`src/rtl/core/bbpd_pkg.sv`:
```
// Shared types and constants for the ball-beam PD servo controller.
`timescale 1ns / 1ps
`default_nettype none
package bbpd_pkg;

    typedef enum logic [3:0] {
        STEP_TD,
        STEP_KP,
        STEP_G,
        STEP_SPAN,
        STEP_D180,
        STEP_SENS,
        STEP_PF,
        STEP_V1000,
        STEP_VDIV,
        STEP_VF
    } step_t;

    typedef enum logic [1:0] {
        ST_IDLE,
        ST_ISSUE,
        ST_WAIT,
        ST_OUT
    } state_t;

    typedef enum logic [2:0] {
        CFG_DESIRED,
        CFG_KP,
        CFG_TD,
        CFG_POS_ALPHA,
        CFG_SPD_ALPHA,
        CFG_SOURCE,
        CFG_DUTY_MIN,
        CFG_DUTY_MAX
    } cfg_idx_t;

    typedef struct packed {
        logic  load;
        logic  start;
        logic  finish;
        step_t step;
    } cmd_t;

    typedef struct packed {
        logic done;
        logic out_busy;
    } status_t;

    localparam int MUL_W = 64;
    localparam int MB_W  = 24;
    localparam int DIV_W = 48;
    localparam int DEN_W = 32;
    localparam int CFG_W = 24;
    localparam int OUT_W = 72;

    localparam logic [MB_W-1:0] G_Q16     = 24'd642908;
    localparam logic [MB_W-1:0] K_MS      = 24'd1000;
    // ceil(2^28 / 45): exact x/45 for x below 2^22 after a 28-bit shift
    localparam logic [MB_W-1:0] K_R45     = 24'd5965233;
    localparam logic signed [MUL_W-1:0] K_DEG     = 64'sd180;
    localparam logic signed [MUL_W-1:0] ANGLE_SAT = 64'sd4398046511104;
    localparam logic signed [MUL_W-1:0] K_MID     = 64'sd88;

    localparam logic [23:0] RST_DESIRED   = 24'd25600;
    localparam logic [15:0] RST_KP        = 16'd2294;
    localparam logic [15:0] RST_TD        = 16'd2458;
    localparam logic [15:0] RST_POS_ALPHA = 16'd10923;
    localparam logic [15:0] RST_SPD_ALPHA = 16'd6554;
    localparam logic [15:0] RST_DUTY_MIN  = 16'd1638;
    localparam logic [15:0] RST_DUTY_MAX  = 16'd8192;

endpackage
`default_nettype wire

```
`src/rtl/core/bbpd_mul.sv`:
```
// Bit-serial shift-add multiplier: signed multiplicand, unsigned multiplier.
`timescale 1ns / 1ps
`default_nettype none
module bbpd_mul (
    input  wire logic                                  aclk,
    input  wire logic                                  aresetn,
    input  wire logic                                  start,
    input  wire logic signed [bbpd_pkg::MUL_W-1:0]     a_in,
    input  wire logic        [bbpd_pkg::MB_W-1:0]      b_in,
    output logic signed      [bbpd_pkg::MUL_W-1:0]     product,
    output logic                                       done
);
    localparam int CW = $clog2(bbpd_pkg::MB_W);
    localparam logic [CW-1:0] LAST = CW'(bbpd_pkg::MB_W - 1);

    logic signed [bbpd_pkg::MUL_W-1:0] a_reg, acc_reg;
    logic        [bbpd_pkg::MB_W-1:0]  b_reg;
    logic        [CW-1:0]              cnt_reg;
    logic                              busy_reg, done_reg;

    always_ff @(posedge aclk) begin
        if (!aresetn) begin
            busy_reg <= 1'b0;
            done_reg <= 1'b0;
            cnt_reg  <= '0;
        end else begin
            done_reg <= 1'b0;
            if (start) begin
                busy_reg <= 1'b1;
                cnt_reg  <= '0;
            end else if (busy_reg) begin
                cnt_reg <= cnt_reg + 1'b1;
                if (cnt_reg == LAST) begin
                    busy_reg <= 1'b0;
                    done_reg <= 1'b1;
                end
            end
        end
    end

    always_ff @(posedge aclk) begin
        if (start) begin
            a_reg   <= a_in;
            b_reg   <= b_in;
            acc_reg <= '0;
        end else if (busy_reg) begin
            if (b_reg[0]) begin
                acc_reg <= acc_reg + a_reg;
            end
            a_reg <= a_reg <<< 1;
            b_reg <= b_reg >> 1;
        end
    end

    assign product = acc_reg;
    assign done    = done_reg;
endmodule
`default_nettype wire

```
`src/rtl/core/bbpd_div.sv`:
```
// Restoring serial divider, signed numerator over positive divisor, trunc or floor.
`timescale 1ns / 1ps
`default_nettype none
module bbpd_div (
    input  wire logic                                  aclk,
    input  wire logic                                  aresetn,
    input  wire logic                                  start,
    input  wire logic                                  floor_mode,
    input  wire logic signed [bbpd_pkg::MUL_W-1:0]     num,
    input  wire logic        [bbpd_pkg::DEN_W-1:0]     den,
    output logic signed      [bbpd_pkg::MUL_W-1:0]     quotient,
    output logic                                       done
);
    localparam int DW = bbpd_pkg::DIV_W;
    localparam int NW = bbpd_pkg::DEN_W;
    localparam int CW = $clog2(DW);
    localparam logic [CW-1:0] LAST = CW'(DW - 1);
    localparam int MUL_W_L = bbpd_pkg::MUL_W;

    logic [DW-1:0]    quo_reg;
    logic [NW-1:0]    rem_reg, den_reg;
    logic [CW-1:0]    cnt_reg;
    logic             busy_reg, done_reg, neg_reg, floor_reg;

    logic signed [MUL_W_L-1:0] num_mag;
    logic [NW:0]               trial, diff;
    logic                      fits;
    logic signed [MUL_W_L-1:0] q_mag, q_sgn;

    assign num_mag = num[MUL_W_L-1] ? -num : num;
    assign trial   = {rem_reg, quo_reg[DW-1]};
    assign diff    = trial - {1'b0, den_reg};
    assign fits    = (trial >= {1'b0, den_reg});

    always_ff @(posedge aclk) begin
        if (!aresetn) begin
            busy_reg <= 1'b0;
            done_reg <= 1'b0;
            cnt_reg  <= '0;
        end else begin
            done_reg <= 1'b0;
            if (start) begin
                busy_reg <= 1'b1;
                cnt_reg  <= '0;
            end else if (busy_reg) begin
                cnt_reg <= cnt_reg + 1'b1;
                if (cnt_reg == LAST) begin
                    busy_reg <= 1'b0;
                    done_reg <= 1'b1;
                end
            end
        end
    end

    always_ff @(posedge aclk) begin
        if (start) begin
            quo_reg   <= num_mag[DW-1:0];
            rem_reg   <= '0;
            den_reg   <= den;
            neg_reg   <= num[MUL_W_L-1];
            floor_reg <= floor_mode;
        end else if (busy_reg) begin
            rem_reg <= fits ? diff[NW-1:0] : trial[NW-1:0];
            quo_reg <= {quo_reg[DW-2:0], fits};
        end
    end

    assign q_mag = $signed({{(MUL_W_L-DW){1'b0}}, quo_reg});
    assign q_sgn = neg_reg ? -q_mag : q_mag;
    // floor rounds a negative inexact quotient one further down
    assign quotient = (floor_reg && neg_reg && (rem_reg != '0)) ? q_sgn - 1 : q_sgn;
    assign done     = done_reg;
endmodule
`default_nettype wire

```
`src/rtl/core/bbpd_datapath.sv`:
```
// Datapath: config registers, filter state, serial arithmetic units, result register.
`timescale 1ns / 1ps
`default_nettype none
module bbpd_datapath #(
    parameter int ADC_BITS = 12
) (
    input  wire logic                          aclk,
    input  wire logic                          aresetn,
    input  wire bbpd_pkg::cmd_t                cmd,
    output bbpd_pkg::status_t                  status,
    input  wire logic                          cfg_we,
    input  wire logic [2:0]                    cfg_addr,
    input  wire logic [bbpd_pkg::CFG_W-1:0]    cfg_wdata,
    input  wire logic [ADC_BITS-1:0]           adc_sample,
    input  wire logic [15:0]                   elapsed_ms,
    input  wire logic [23:0]                   ext_position,
    input  wire logic                          ext_valid,
    output logic                               m_tvalid,
    input  wire logic                          m_tready,
    output logic [bbpd_pkg::OUT_W-1:0]         m_tdata
);
    localparam int MW = bbpd_pkg::MUL_W;
    localparam longint FS_L = (64'sd1 <<< ADC_BITS) - 64'sd1;
    localparam longint NUM0 = 64'sd55500 * FS_L;
    localparam longint FS13 = 64'sd13 * FS_L;

    function automatic logic signed [MW-1:0] sat_s(input logic signed [MW-1:0] x,
                                                   input logic signed [MW-1:0] lo,
                                                   input logic signed [MW-1:0] hi);
        return (x < lo) ? lo : ((x > hi) ? hi : x);
    endfunction

    localparam logic signed [MW-1:0] P24_MAX = 64'sd8388607;
    localparam logic signed [MW-1:0] P24_MIN = -64'sd8388608;
    localparam logic signed [MW-1:0] S32_MAX = 64'sd2147483647;
    localparam logic signed [MW-1:0] S32_MIN = -64'sd2147483648;

    // config
    logic signed [23:0] desired_reg;
    logic [15:0] kp_reg, td_reg, pa_reg, sa_reg, dmin_reg, dmax_reg;
    logic        src_reg;

    // state and working registers
    logic signed [23:0] pos_reg, prev_reg, raw_reg, ext_reg;
    logic signed [31:0] spd_reg;
    logic signed [MW-1:0] acc_reg;
    logic [15:0] duty_reg, el_reg;
    logic [ADC_BITS-1:0] adc_reg;
    logic        extv_reg;
    bbpd_pkg::step_t step_reg;
    logic        out_valid_reg;
    logic [bbpd_pkg::OUT_W-1:0] out_data_reg;

    always_ff @(posedge aclk) begin
        if (!aresetn) begin
            desired_reg <= bbpd_pkg::RST_DESIRED;
            kp_reg      <= bbpd_pkg::RST_KP;
            td_reg      <= bbpd_pkg::RST_TD;
            pa_reg      <= bbpd_pkg::RST_POS_ALPHA;
            sa_reg      <= bbpd_pkg::RST_SPD_ALPHA;
            src_reg     <= 1'b0;
            dmin_reg    <= bbpd_pkg::RST_DUTY_MIN;
            dmax_reg    <= bbpd_pkg::RST_DUTY_MAX;
        end else if (cfg_we) begin
            unique case (bbpd_pkg::cfg_idx_t'(cfg_addr))
                bbpd_pkg::CFG_DESIRED:   desired_reg <= cfg_wdata;
                bbpd_pkg::CFG_KP:        kp_reg      <= cfg_wdata[15:0];
                bbpd_pkg::CFG_TD:        td_reg      <= cfg_wdata[15:0];
                bbpd_pkg::CFG_POS_ALPHA: pa_reg      <= cfg_wdata[15:0];
                bbpd_pkg::CFG_SPD_ALPHA: sa_reg      <= cfg_wdata[15:0];
                bbpd_pkg::CFG_SOURCE:    src_reg     <= cfg_wdata[0];
                bbpd_pkg::CFG_DUTY_MIN:  dmin_reg    <= cfg_wdata[15:0];
                bbpd_pkg::CFG_DUTY_MAX:  dmax_reg    <= cfg_wdata[15:0];
                default: ;
            endcase
        end
    end

    // derivative term: d20 = e*4096 - speed*td, floored back to Q8
    logic signed [24:0] err;
    logic signed [50:0] d20;
    logic signed [38:0] d8;
    assign err = 25'(desired_reg) - 25'(pos_reg);
    assign d20 = $signed({{14{err[24]}}, err, 12'b0}) - acc_reg[50:0];
    assign d8  = d20[50:12];

    logic signed [16:0] span;
    logic [15:0]        span_mag;
    assign span     = $signed({1'b0, dmax_reg}) - $signed({1'b0, dmin_reg});
    assign span_mag = span[16] ? 16'(-span) : span[15:0];

    // sensor conversion: d = adc*330 - 13*FS, raw = floor(256*(55500*FS - 184*d) / (5*d))
    logic signed [31:0] sens_d;
    logic signed [47:0] sens_num;
    logic               sens_pos;
    assign sens_d   = $signed(32'(adc_reg) * 32'd330) - 32'(FS13);
    assign sens_num = (48'(NUM0) - 48'(sens_d) * 48'sd184) <<< 8;
    assign sens_pos = (sens_d > 0);

    logic signed [MW-1:0] mul_a, mul_p, div_n, div_q;
    logic [bbpd_pkg::MB_W-1:0]  mul_b;
    logic [bbpd_pkg::DEN_W-1:0] div_d;
    logic mul_start, div_start, div_floor, mul_done, div_done;

    always_comb begin
        mul_a     = '0;
        mul_b     = '0;
        div_n     = '0;
        div_d     = 32'd1;
        div_floor = 1'b0;
        mul_start = 1'b0;
        div_start = 1'b0;
        unique case (cmd.step)
            bbpd_pkg::STEP_TD: begin
                mul_a = MW'(spd_reg);
                mul_b = bbpd_pkg::MB_W'(td_reg);
                mul_start = cmd.start;
            end
            bbpd_pkg::STEP_KP: begin
                mul_a = MW'(d8);
                mul_b = bbpd_pkg::MB_W'(kp_reg);
                mul_start = cmd.start;
            end
            bbpd_pkg::STEP_G: begin
                mul_a = acc_reg;
                mul_b = bbpd_pkg::G_Q16;
                mul_start = cmd.start;
            end
            bbpd_pkg::STEP_SPAN: begin
                // past either end of travel the duty only goes further into its clamp
                mul_a = sat_s(bbpd_pkg::K_MID - acc_reg, '0, bbpd_pkg::K_DEG);
                mul_b = bbpd_pkg::MB_W'(span_mag);
                mul_start = cmd.start;
            end
            bbpd_pkg::STEP_D180: begin
                // x/180 = (x/4)/45 by reciprocal multiply
                mul_a = acc_reg >>> 2;
                mul_b = bbpd_pkg::K_R45;
                mul_start = cmd.start;
            end
            bbpd_pkg::STEP_SENS: begin
                div_n = MW'(sens_num);
                div_d = sens_pos ? 32'(sens_d * 5) : 32'd1;
                div_floor = 1'b1;
                div_start = cmd.start;
            end
            bbpd_pkg::STEP_PF: begin
                mul_a = MW'(25'(raw_reg) - 25'(pos_reg));
                mul_b = bbpd_pkg::MB_W'(pa_reg);
                mul_start = cmd.start;
            end
            bbpd_pkg::STEP_V1000: begin
                mul_a = MW'(25'(pos_reg) - 25'(prev_reg));
                mul_b = bbpd_pkg::K_MS;
                mul_start = cmd.start;
            end
            bbpd_pkg::STEP_VDIV: begin
                div_n = acc_reg;
                div_d = (el_reg == 16'd0) ? 32'd1 : 32'(el_reg);
                div_start = cmd.start;
            end
            bbpd_pkg::STEP_VF: begin
                mul_a = MW'(33'($signed(acc_reg[31:0])) - 33'(spd_reg));
                mul_b = bbpd_pkg::MB_W'(sa_reg);
                mul_start = cmd.start;
            end
            default: ;
        endcase
    end

    bbpd_mul u_mul (
        .aclk    (aclk),
        .aresetn (aresetn),
        .start   (mul_start),
        .a_in    (mul_a),
        .b_in    (mul_b),
        .product (mul_p),
        .done    (mul_done)
    );

    bbpd_div u_div (
        .aclk       (aclk),
        .aresetn    (aresetn),
        .start      (div_start),
        .floor_mode (div_floor),
        .num        (div_n),
        .den        (div_d),
        .quotient   (div_q),
        .done       (div_done)
    );

    // angle = trunc(p*G / 2^40)
    logic signed [MW-1:0] mul_neg, angle;
    assign mul_neg = -mul_p;
    assign angle = mul_p[MW-1] ? -$signed({40'b0, mul_neg[MW-1:40]})
                               : $signed({40'b0, mul_p[MW-1:40]});

    logic signed [MW-1:0] duty_lo, duty_hi, duty_raw, q180;
    assign q180     = $signed({28'b0, mul_p[MW-1:28]});
    assign duty_lo  = (dmin_reg <= dmax_reg) ? MW'(dmin_reg) : MW'(dmax_reg);
    assign duty_hi  = (dmin_reg <= dmax_reg) ? MW'(dmax_reg) : MW'(dmin_reg);
    assign duty_raw = MW'(dmin_reg) + (span[16] ? -q180 : q180);

    logic signed [MW-1:0] pf_sum, vf_sum;
    assign pf_sum = MW'(pos_reg) + (mul_p >>> 16);
    assign vf_sum = MW'(spd_reg) + (mul_p >>> 16);

    always_ff @(posedge aclk) begin
        if (!aresetn) begin
            pos_reg  <= '0;
            prev_reg <= '0;
            spd_reg  <= '0;
        end else if ((mul_done || div_done) && step_reg == bbpd_pkg::STEP_PF) begin
            if (!src_reg) begin
                pos_reg <= 24'(sat_s(pf_sum, P24_MIN, P24_MAX));
            end else if (extv_reg) begin
                pos_reg <= ext_reg;
            end
        end else if ((mul_done || div_done) && step_reg == bbpd_pkg::STEP_VDIV) begin
            prev_reg <= pos_reg;
        end else if ((mul_done || div_done) && step_reg == bbpd_pkg::STEP_VF) begin
            spd_reg <= 32'(sat_s(vf_sum, S32_MIN, S32_MAX));
        end
    end

    always_ff @(posedge aclk) begin
        if (cmd.load) begin
            adc_reg  <= adc_sample;
            el_reg   <= elapsed_ms;
            ext_reg  <= ext_position;
            extv_reg <= ext_valid;
        end
        if (cmd.start) begin
            step_reg <= cmd.step;
        end
        if (mul_done || div_done) begin
            case (step_reg)
                bbpd_pkg::STEP_TD:    acc_reg <= mul_p;
                bbpd_pkg::STEP_KP:    acc_reg <= sat_s(mul_p, -bbpd_pkg::ANGLE_SAT,
                                                       bbpd_pkg::ANGLE_SAT);
                bbpd_pkg::STEP_G:     acc_reg <= angle;
                bbpd_pkg::STEP_SPAN:  acc_reg <= mul_p;
                bbpd_pkg::STEP_D180:  duty_reg <= 16'(sat_s(duty_raw, duty_lo, duty_hi));
                bbpd_pkg::STEP_SENS:  raw_reg <= sens_pos ? 24'(sat_s(div_q, P24_MIN, P24_MAX))
                                                          : 24'(P24_MAX);
                bbpd_pkg::STEP_V1000: acc_reg <= mul_p;
                bbpd_pkg::STEP_VDIV:  acc_reg <= sat_s(div_q, S32_MIN, S32_MAX);
                default: ;
            endcase
        end
    end

    always_ff @(posedge aclk) begin
        if (!aresetn) begin
            out_valid_reg <= 1'b0;
        end else if (cmd.finish) begin
            out_valid_reg <= 1'b1;
        end else if (m_tready) begin
            out_valid_reg <= 1'b0;
        end
    end

    always_ff @(posedge aclk) begin
        if (cmd.finish) begin
            out_data_reg <= {spd_reg, pos_reg, duty_reg};
        end
    end

    assign m_tvalid = out_valid_reg;
    assign m_tdata  = out_data_reg;
    assign status   = '{done: mul_done | div_done, out_busy: out_valid_reg & ~m_tready};
endmodule
`default_nettype wire

```
`src/rtl/core/bbpd_ctrl.sv`:
```
// Controller: sequences the arithmetic steps of one sample tick.
`timescale 1ns / 1ps
`default_nettype none
module bbpd_ctrl (
    input  wire logic               aclk,
    input  wire logic               aresetn,
    input  wire logic               s_tvalid,
    output logic                    s_tready,
    output bbpd_pkg::cmd_t          cmd,
    input  wire bbpd_pkg::status_t  status
);
    bbpd_pkg::state_t state_reg, state_next;
    bbpd_pkg::step_t  step_reg, step_next;

    always_ff @(posedge aclk) begin
        if (!aresetn) begin
            state_reg <= bbpd_pkg::ST_IDLE;
            step_reg  <= bbpd_pkg::STEP_TD;
        end else begin
            state_reg <= state_next;
            step_reg  <= step_next;
        end
    end

    always_comb begin
        state_next = state_reg;
        step_next  = step_reg;
        s_tready   = 1'b0;
        cmd.load   = 1'b0;
        cmd.start  = 1'b0;
        cmd.finish = 1'b0;
        cmd.step   = step_reg;
        unique case (state_reg)
            bbpd_pkg::ST_IDLE: begin
                s_tready = 1'b1;
                if (s_tvalid) begin
                    cmd.load   = 1'b1;
                    step_next  = bbpd_pkg::STEP_TD;
                    state_next = bbpd_pkg::ST_ISSUE;
                end
            end
            bbpd_pkg::ST_ISSUE: begin
                cmd.start  = 1'b1;
                state_next = bbpd_pkg::ST_WAIT;
            end
            bbpd_pkg::ST_WAIT: begin
                if (status.done) begin
                    if (step_reg == bbpd_pkg::STEP_VF) begin
                        state_next = bbpd_pkg::ST_OUT;
                    end else begin
                        step_next  = bbpd_pkg::step_t'(step_reg + 1'b1);
                        state_next = bbpd_pkg::ST_ISSUE;
                    end
                end
            end
            bbpd_pkg::ST_OUT: begin
                // wait for the result register to free up
                if (!status.out_busy) begin
                    cmd.finish = 1'b1;
                    state_next = bbpd_pkg::ST_IDLE;
                end
            end
            default: state_next = bbpd_pkg::ST_IDLE;
        endcase
    end
endmodule
`default_nettype wire

```
`src/rtl/core/ball_beam_pd_servo_controller_top.sv`:
```
// Top level of the ball-beam PD servo controller.
//
//  channel  direction  handshake            payload
//  s_       in         s_tvalid/s_tready    sample tick: adc, elapsed ms, ext position
//  m_       out        m_tvalid/m_tready    servo duty, filtered position, speed
//  cfg_     in         cfg_we               register index and data
//
// One request runs from acceptance to result as eight bit-serial multiplies and two
// restoring divides, each issued and then awaited until done, run one after another,
// and then the output register loads.
// The next request is taken the cycle after the result loads.
// Reset is synchronous, active low; no clearing pass is needed after it.
// A stalled output holds its data; the block then waits before loading the next result.
`timescale 1ns / 1ps
`default_nettype none
module ball_beam_pd_servo_controller_top #(
    parameter int ADC_BITS = 12
) (
    input  wire logic                          aclk,
    input  wire logic                          aresetn,
    input  wire logic                          s_tvalid,
    output logic                               s_tready,
    // adc_sample, elapsed_ms, ext_position, zero fill
    input  wire logic [((ADC_BITS+40+7)/8)*8-1:0] s_tdata,
    // ext_valid
    input  wire logic [0:0]                    s_tuser,
    output logic                               m_tvalid,
    input  wire logic                          m_tready,
    // servo_duty, position_out, speed_out
    output logic [bbpd_pkg::OUT_W-1:0]         m_tdata,
    input  wire logic                          cfg_we,
    input  wire logic [2:0]                    cfg_addr,
    input  wire logic [bbpd_pkg::CFG_W-1:0]    cfg_wdata
);
    bbpd_pkg::cmd_t    cmd;
    bbpd_pkg::status_t status;

    bbpd_ctrl u_ctrl (
        .aclk     (aclk),
        .aresetn  (aresetn),
        .s_tvalid (s_tvalid),
        .s_tready (s_tready),
        .cmd      (cmd),
        .status   (status)
    );

    bbpd_datapath #(
        .ADC_BITS (ADC_BITS)
    ) u_dp (
        .aclk         (aclk),
        .aresetn      (aresetn),
        .cmd          (cmd),
        .status       (status),
        .cfg_we       (cfg_we),
        .cfg_addr     (cfg_addr),
        .cfg_wdata    (cfg_wdata),
        .adc_sample   (s_tdata[ADC_BITS-1:0]),
        .elapsed_ms   (s_tdata[ADC_BITS+15:ADC_BITS]),
        .ext_position (s_tdata[ADC_BITS+39:ADC_BITS+16]),
        .ext_valid    (s_tuser[0]),
        .m_tvalid     (m_tvalid),
        .m_tready     (m_tready),
        .m_tdata      (m_tdata)
    );
endmodule
`default_nettype wire

```
`config.mk`:
```
export PLATFORM = sky130hd
export DESIGN_NAME = ball_beam_pd_servo_controller_top
export DESIGN_NICKNAME = d
export VERILOG_FILES = /design/src/rtl/core/bbpd_pkg.sv /design/src/rtl/core/bbpd_mul.sv /design/src/rtl/core/bbpd_div.sv /design/src/rtl/core/bbpd_datapath.sv /design/src/rtl/core/bbpd_ctrl.sv /design/src/rtl/core/ball_beam_pd_servo_controller_top.sv
export SDC_FILE = /design/constraint.sdc
export NUM_CORES = 2
export LEC_CHECK = 0
export BUFFER_PORTS_ARGS = -buffer_cell sky130_fd_sc_hd__buf_2
export CORE_ASPECT_RATIO = 1.2
export CORE_MARGIN = 8
export CORE_UTILIZATION = 50
export CTS_CLUSTER_SIZE = 28
export DETAILED_ROUTE_END_ITERATION = 8
export PLACE_DENSITY = 0.64
export SLEW_MARGIN = 20
export SYNTH_ARGS = -nofsm -noshare
export SYNTH_HDL_FRONTEND = slang
export SYNTH_HIERARCHICAL = 1
export SYNTH_SLANG_ARGS = --single-unit
```
`constraint.sdc`:
```
create_clock -name aclk -period 14.3 [get_ports aclk]
set_clock_uncertainty 0.05 [all_clocks]
set_input_delay 2.86 -clock aclk [delete_from_list [all_inputs] [get_ports aclk]]
set_output_delay 2.86 -clock aclk [all_outputs]
set_load 0.1 [all_outputs]
```
== After elaboration in Yosys (flattened, before gate mapping) ==
Cells that the tools add are included.

* Register bits after elaboration: 722
* Bits of input ports: 89
* Output and inout port bits: 74
* Word-level logic and storage cells: 231

* Add/sub/neg operators: 24
* Multipliers: 3
* $lt $le $gt $ge: 17
* Equality and inequality tests: 35
* Mux-type cells: 66
* Bitwise logic cells: 8
* Reduce and logical (&&, ||, !) cells: 41

{| class="wikitable"
|+ Operators by type and width
! kind !! number
|-
| 2-to-1 mux 64 bit || 12
|-
| case mux 64 bit (8 select lines) || 1
|-
| case mux 64 bit (4 select lines) || 1
|-
| 2-to-1 mux 24 bit || 8
|-
| case mux 23 bit (8 select lines) || 1
|-
| 2-to-1 mux 48 bit || 3
|-
| 2-to-1 mux 32 bit || 4
|-
| case mux 64 bit (2 select lines) || 1
|-
| 2-to-1 mux 16 bit || 6
|-
| subtractor 24 x 24 -> 25 bit || 3
|-
| adder 16 x 64 -> 64 bit || 1
|-
| adder 64 bit || 1
|-
| > comparator 64 x 17 -> 1 bit || 1
|-
| > comparator 64 x 24 -> 1 bit (second input constant) || 1
|-
| > comparator 64 x 32 -> 1 bit (second input constant) || 1
|-
| > comparator 64 x 44 -> 1 bit (second input constant) || 1
|-
| > comparator 64 x 9 -> 1 bit (second input constant) || 1
|-
| less-than comparator 64 x 1 -> 1 bit (second input constant) || 1
|-
| less-than comparator 64 x 17 -> 1 bit || 1
|-
| less-than comparator 64 x 24 -> 1 bit (second input constant) || 1
|-
| less-than comparator 64 x 32 -> 1 bit (second input constant) || 1
|-
| less-than comparator 64 x 43 -> 1 bit (second input constant) || 1
|-
| negation 24 -> 64 bit || 1
|-
| negation 36 -> 64 bit || 1
|-
| other kinds (63) || 140
|}

== Longest topological paths before layout ==
* Depth after elaboration: 8
* Gate-level depth with buffers: 43
* Depth with buffers taken out: 42

== By module ==
Netlist, hierarchy kept.

{| class="wikitable"
|+ By module, submodules not included
! module !! times used !! cells an instance !! area an instance (µm²) !! sequential area each (µm²)
|-
| bbpd_datapath || 1 || 5,840 || 45,836.5 || 11,040.6
|-
| bbpd_div || 1 || 1,217 || 10,182.3 || 3,263.1
|-
| bbpd_mul || 1 || 1,057 || 9,907.0 || 4,063.9
|-
| bbpd_ctrl || 1 || 53 || 382.9 || 120.1
|}

== Worst setup path after synthesis ==
OpenSTA, ideal clock, no wires.

* Kind: register to register
* From: register u_dp.adc_reg[1]
* To: register u_dp.u_div.quo_reg[46], data pin
* Library setup time: 0.260 ns
* Arrival time: 10.631 ns
* Required time: 13.990 ns
* Path slack: 3.359 ns
* Cell stages (with the launch flop): 40
* Buffers on the path: 3
* Clock period less this slack: 10.941 ns
* Cells stage by stage: edfxtp_1 -> ha_1 -> fa_1 -> fa_1 -> ha_1 -> ha_1 -> o21a_1 -> a21o_1 -> a21oi_1 -> xnor2_1 -> and3_1 -> o31ai_1 -> or4b_2 -> clkbuf_1 -> clkbuf_1 -> clkbuf_1 -> fa_1 -> inv_1 -> [... 4 more ...] -> ha_1 -> and4_1 -> o21a_1 -> o21ai_0 -> a21boi_0 -> xor2_1 -> nand3_1 -> xnor2_1 -> a22o_1 -> or4_1 -> nor4_1 -> nand2b_1 -> or4_1 -> or3_1 -> or4_1 -> a21oi_1 -> xnor2_1 -> mux2_2

* Word-level cells in the longest chain between the ends: 8

{| class="wikitable"
|+ RTL lines
! what !! RTL line !! RTL
|-
| start, declared || bbpd_datapath.sv:48 || <nowiki>logic [ADC_BITS-1:0] adc_reg;</nowiki>
|-
| start signal, assigned || bbpd_datapath.sv:228 || <nowiki>adc_reg <= adc_sample;</nowiki>
|-
| multiplier 12 x 8 -> 20 bit || bbpd_datapath.sv:96 || <nowiki>assign sens_d = $signed(32'(adc_reg) * 32'd330) - 32'(FS13);</nowiki>
|-
| subtractor 21 x 16 -> 22 bit || bbpd_datapath.sv:96 ||
|-
| multiplier 22 x 6 -> 28 bit || bbpd_datapath.sv:97 || <nowiki>assign sens_num = (48'(NUM0) - 48'(sens_d) * 48'sd184) <<< 8;</nowiki>
|-
| subtractor 29 x 40 -> 40 bit || bbpd_datapath.sv:97 ||
|-
| case mux 64 bit (2 select lines) || bbpd_datapath.sv:113 || <nowiki>unique case (cmd.step)</nowiki>
|-
| named net u_dp.div_n[36] || bbpd_datapath.sv:100 || <nowiki>logic signed [MW-1:0] mul_a, mul_p, div_n, div_q;</nowiki>
|-
| negation 48 bit || bbpd_div.sv:30 || <nowiki>assign num_mag = num[MUL_W_L-1] ? -num : num;</nowiki>
|-
| 2-to-1 mux 48 bit || bbpd_div.sv:30 ||
|-
| 2-to-1 mux 48 bit || bbpd_div.sv:56 || <nowiki>if (start) begin</nowiki>
|-
| end signal, assigned || bbpd_div.sv:57 || <nowiki>quo_reg <= num_mag[DW-1:0];</nowiki>
|-
| end signal, assigned || bbpd_div.sv:64 || <nowiki>quo_reg <= {quo_reg[DW-2:0], fits};</nowiki>
|-
| end, declared || bbpd_div.sv:20 || <nowiki>logic [DW-1:0] quo_reg;</nowiki>
|}

The timed path passes the listed nets, and every way through them passes these cells.
A chain may end at the register's enable or synchronous reset.

== Final worst setup path ==
Ends and elaborated chain as after synthesis.

==> metrics.txt <==
I/O pin cnt=163; Worst Hold Class=flip-flop to flip-flop; Max Cap Violations=0; Die X=348.2 um; postcts setup bufs=0; Clock Path Buffers=3; Tcrit/Tclk final=83.92%; Core Area=131700 um2; CP Capture Type=flip-flop; Avg Vias per Cell=6.433; GRT Residual Overflow=0; first-pass detailed-route iteration total=9; final hold vios=0; DR vias=64350; Die Y=414.6 um; CTS sink count=722; Post-route DRC=0; Final HPWL DP=195700 um; Num CTS Buffers=84; max-slew violation count=0; initial antenna violation count=18; cell area after synthesis=66200 um2; Detailed Route WL=254600 um; Worst Tran Pin Value=1.263 ns; root buf cell=clkbuf_16; routability cong.=1.067; slowest CP cell=or4b_2; crit path time final=12.00 ns; area delta synth->final=8.736%; post-CTS sizing=0; nets@finish=8850; RSZ-0062 raised after global routing=false; first-pass GRT wire length=374400 um; post-route ant nets=0; Avg Cell Area, Syn=8.135 um2; cell area after layout=71980 um2; reg2reg setup slack=2.30 ns; Starting Density=50.26%; layout cell share with drive strength beyond 1=8.685%; Tot GR Track Use=33.46%; clock-pin slew on the worst setup and hold paths=0.06 ns; total die area=144300 um2; worst hold margin=0.3491 ns; Setup violations, final=0; crit-path max FO=34; largest net degree at the start of global routing=106; final core utilization=54.65%; Setup TNS=0 ns; Cells after Synth=8137; num rows=146; CP peak stage delay=1.06 ns; Placement Cell Area=69030 um2; port bufs=158; Synth Warn #=6; max reg flops=72; Worst EP required=14.68 ns; vias in the first global route=59950; CP Class=flip-flop to flip-flop; clk_lat worst skew=0.71 ns; initial DRC count=6957; FMAX=83.33 MHz; crit start category=flip-flop; CTS tree=done; Slew headroom=15.52%; wire per inst=25.45 um; htree depth=3; CTS hold repair buffers=0; status=finished clean; CP arrival=12.38 ns; critical path's most frequent cell=ha_1
area by class of cell:
cell class                 instances  area (um2)
fill                           12410       59730
inverter                         460        1727
tap                             1776        2222
clock inverter                    52       650.6
timing repair buffer             307        1909
clock buffer                     105        2253
sequential                       722       18490
multi-input combinational       6575       44720
antenna                            5       12.51
layout by cell type, fill, tap and decap left out, types with 40 or more instances in the layout:
| master | n |
|---|---|
| a211oi_1 | 103 |
| a21boi_0 | 133 |
| a21o_1 | 205 |
| a21oi_1 | 624 |
| a22oi_1 | 50 |
| a31oi_1 | 61 |
| and2_1 | 62 |
| and3_1 | 68 |
| buf_2 | 157 |
| buf_4 | 149 |
| clkbuf_16 | 86 |
| dfxtp_1 | 318 |
| edfxtp_1 | 403 |
| fa_1 | 58 |
| ha_1 | 553 |
| inv_1 | 458 |
| mux2_2 | 109 |
| mux2i_1 | 53 |
| nand2_1 | 1014 |
| nand2b_1 | 79 |
| nand3_1 | 199 |
| nand4_1 | 122 |
| nor2_1 | 573 |
| nor2b_1 | 74 |
| nor3_1 | 184 |
| nor4_1 | 100 |
| o211ai_1 | 67 |
| o21a_1 | 63 |
| o21ai_0 | 429 |
| o21bai_1 | 59 |
| o221ai_1 | 43 |
| o31ai_1 | 82 |
| or2_2 | 53 |
| or3_1 | 79 |
| or4_1 | 40 |
| xnor2_1 | 374 |
| xor2_1 | 263 |
metal layers:
layer | wire length (um) | GRT usage [%] | part of all wire (%) | vias to the layer above
li1 | - | - | - | 29850
met1 | 95960 | 40.11 | 38 | 30510
met2 | 112700 | 53.40 | 44 | 3177
met3 | 23090 | 6.310 | 9.1 | 779
met4 | 22700 | 24.52 | 8.9 | 24
met5 | 150 | 0 | 0.059 | -
stage by stage:
stage	setup slack, ns	instances
after floorplan	3.359	8139
after global placement	2.572	9839
after detailed placement	2.376	9839
after CTS	2.346	9996
after global routing	1.579	9997
final	2.299	10000
critical path: cells and delay by family (launching register included):
| family | cells | cell delay [ns] |
|---|---|---|
| compound gates | 10 | 2.13 |
| flops | 1 | 0.52 |
| mux | 1 | 0.25 |
| simple gates | 10 | 4.15 |
| buf+inv | 3 | 0.14 |
| fa+ha+maj | 9 | 3.91 |
| xor+xnor | 3 | 0.59 |
worst paths after layout:
path / to / depth (start not counted) / from
worst max-delay path: u_dp/u_div/quo_reg[46] / 36 / u_dp/adc_reg[1]
worst min-delay path: u_dp/m_tdata[6] / 0 / u_dp/duty_reg[6]
worst min register to register: u_dp/m_tdata[6] / 0 / u_dp/duty_reg[6]
worst max register to register: u_dp/u_div/quo_reg[46] / 36 / u_dp/adc_reg[1]
Power is left out: the tool's default activity adds up to more than one toggle a clock period on the data nets, which glitch-free logic cannot reach.
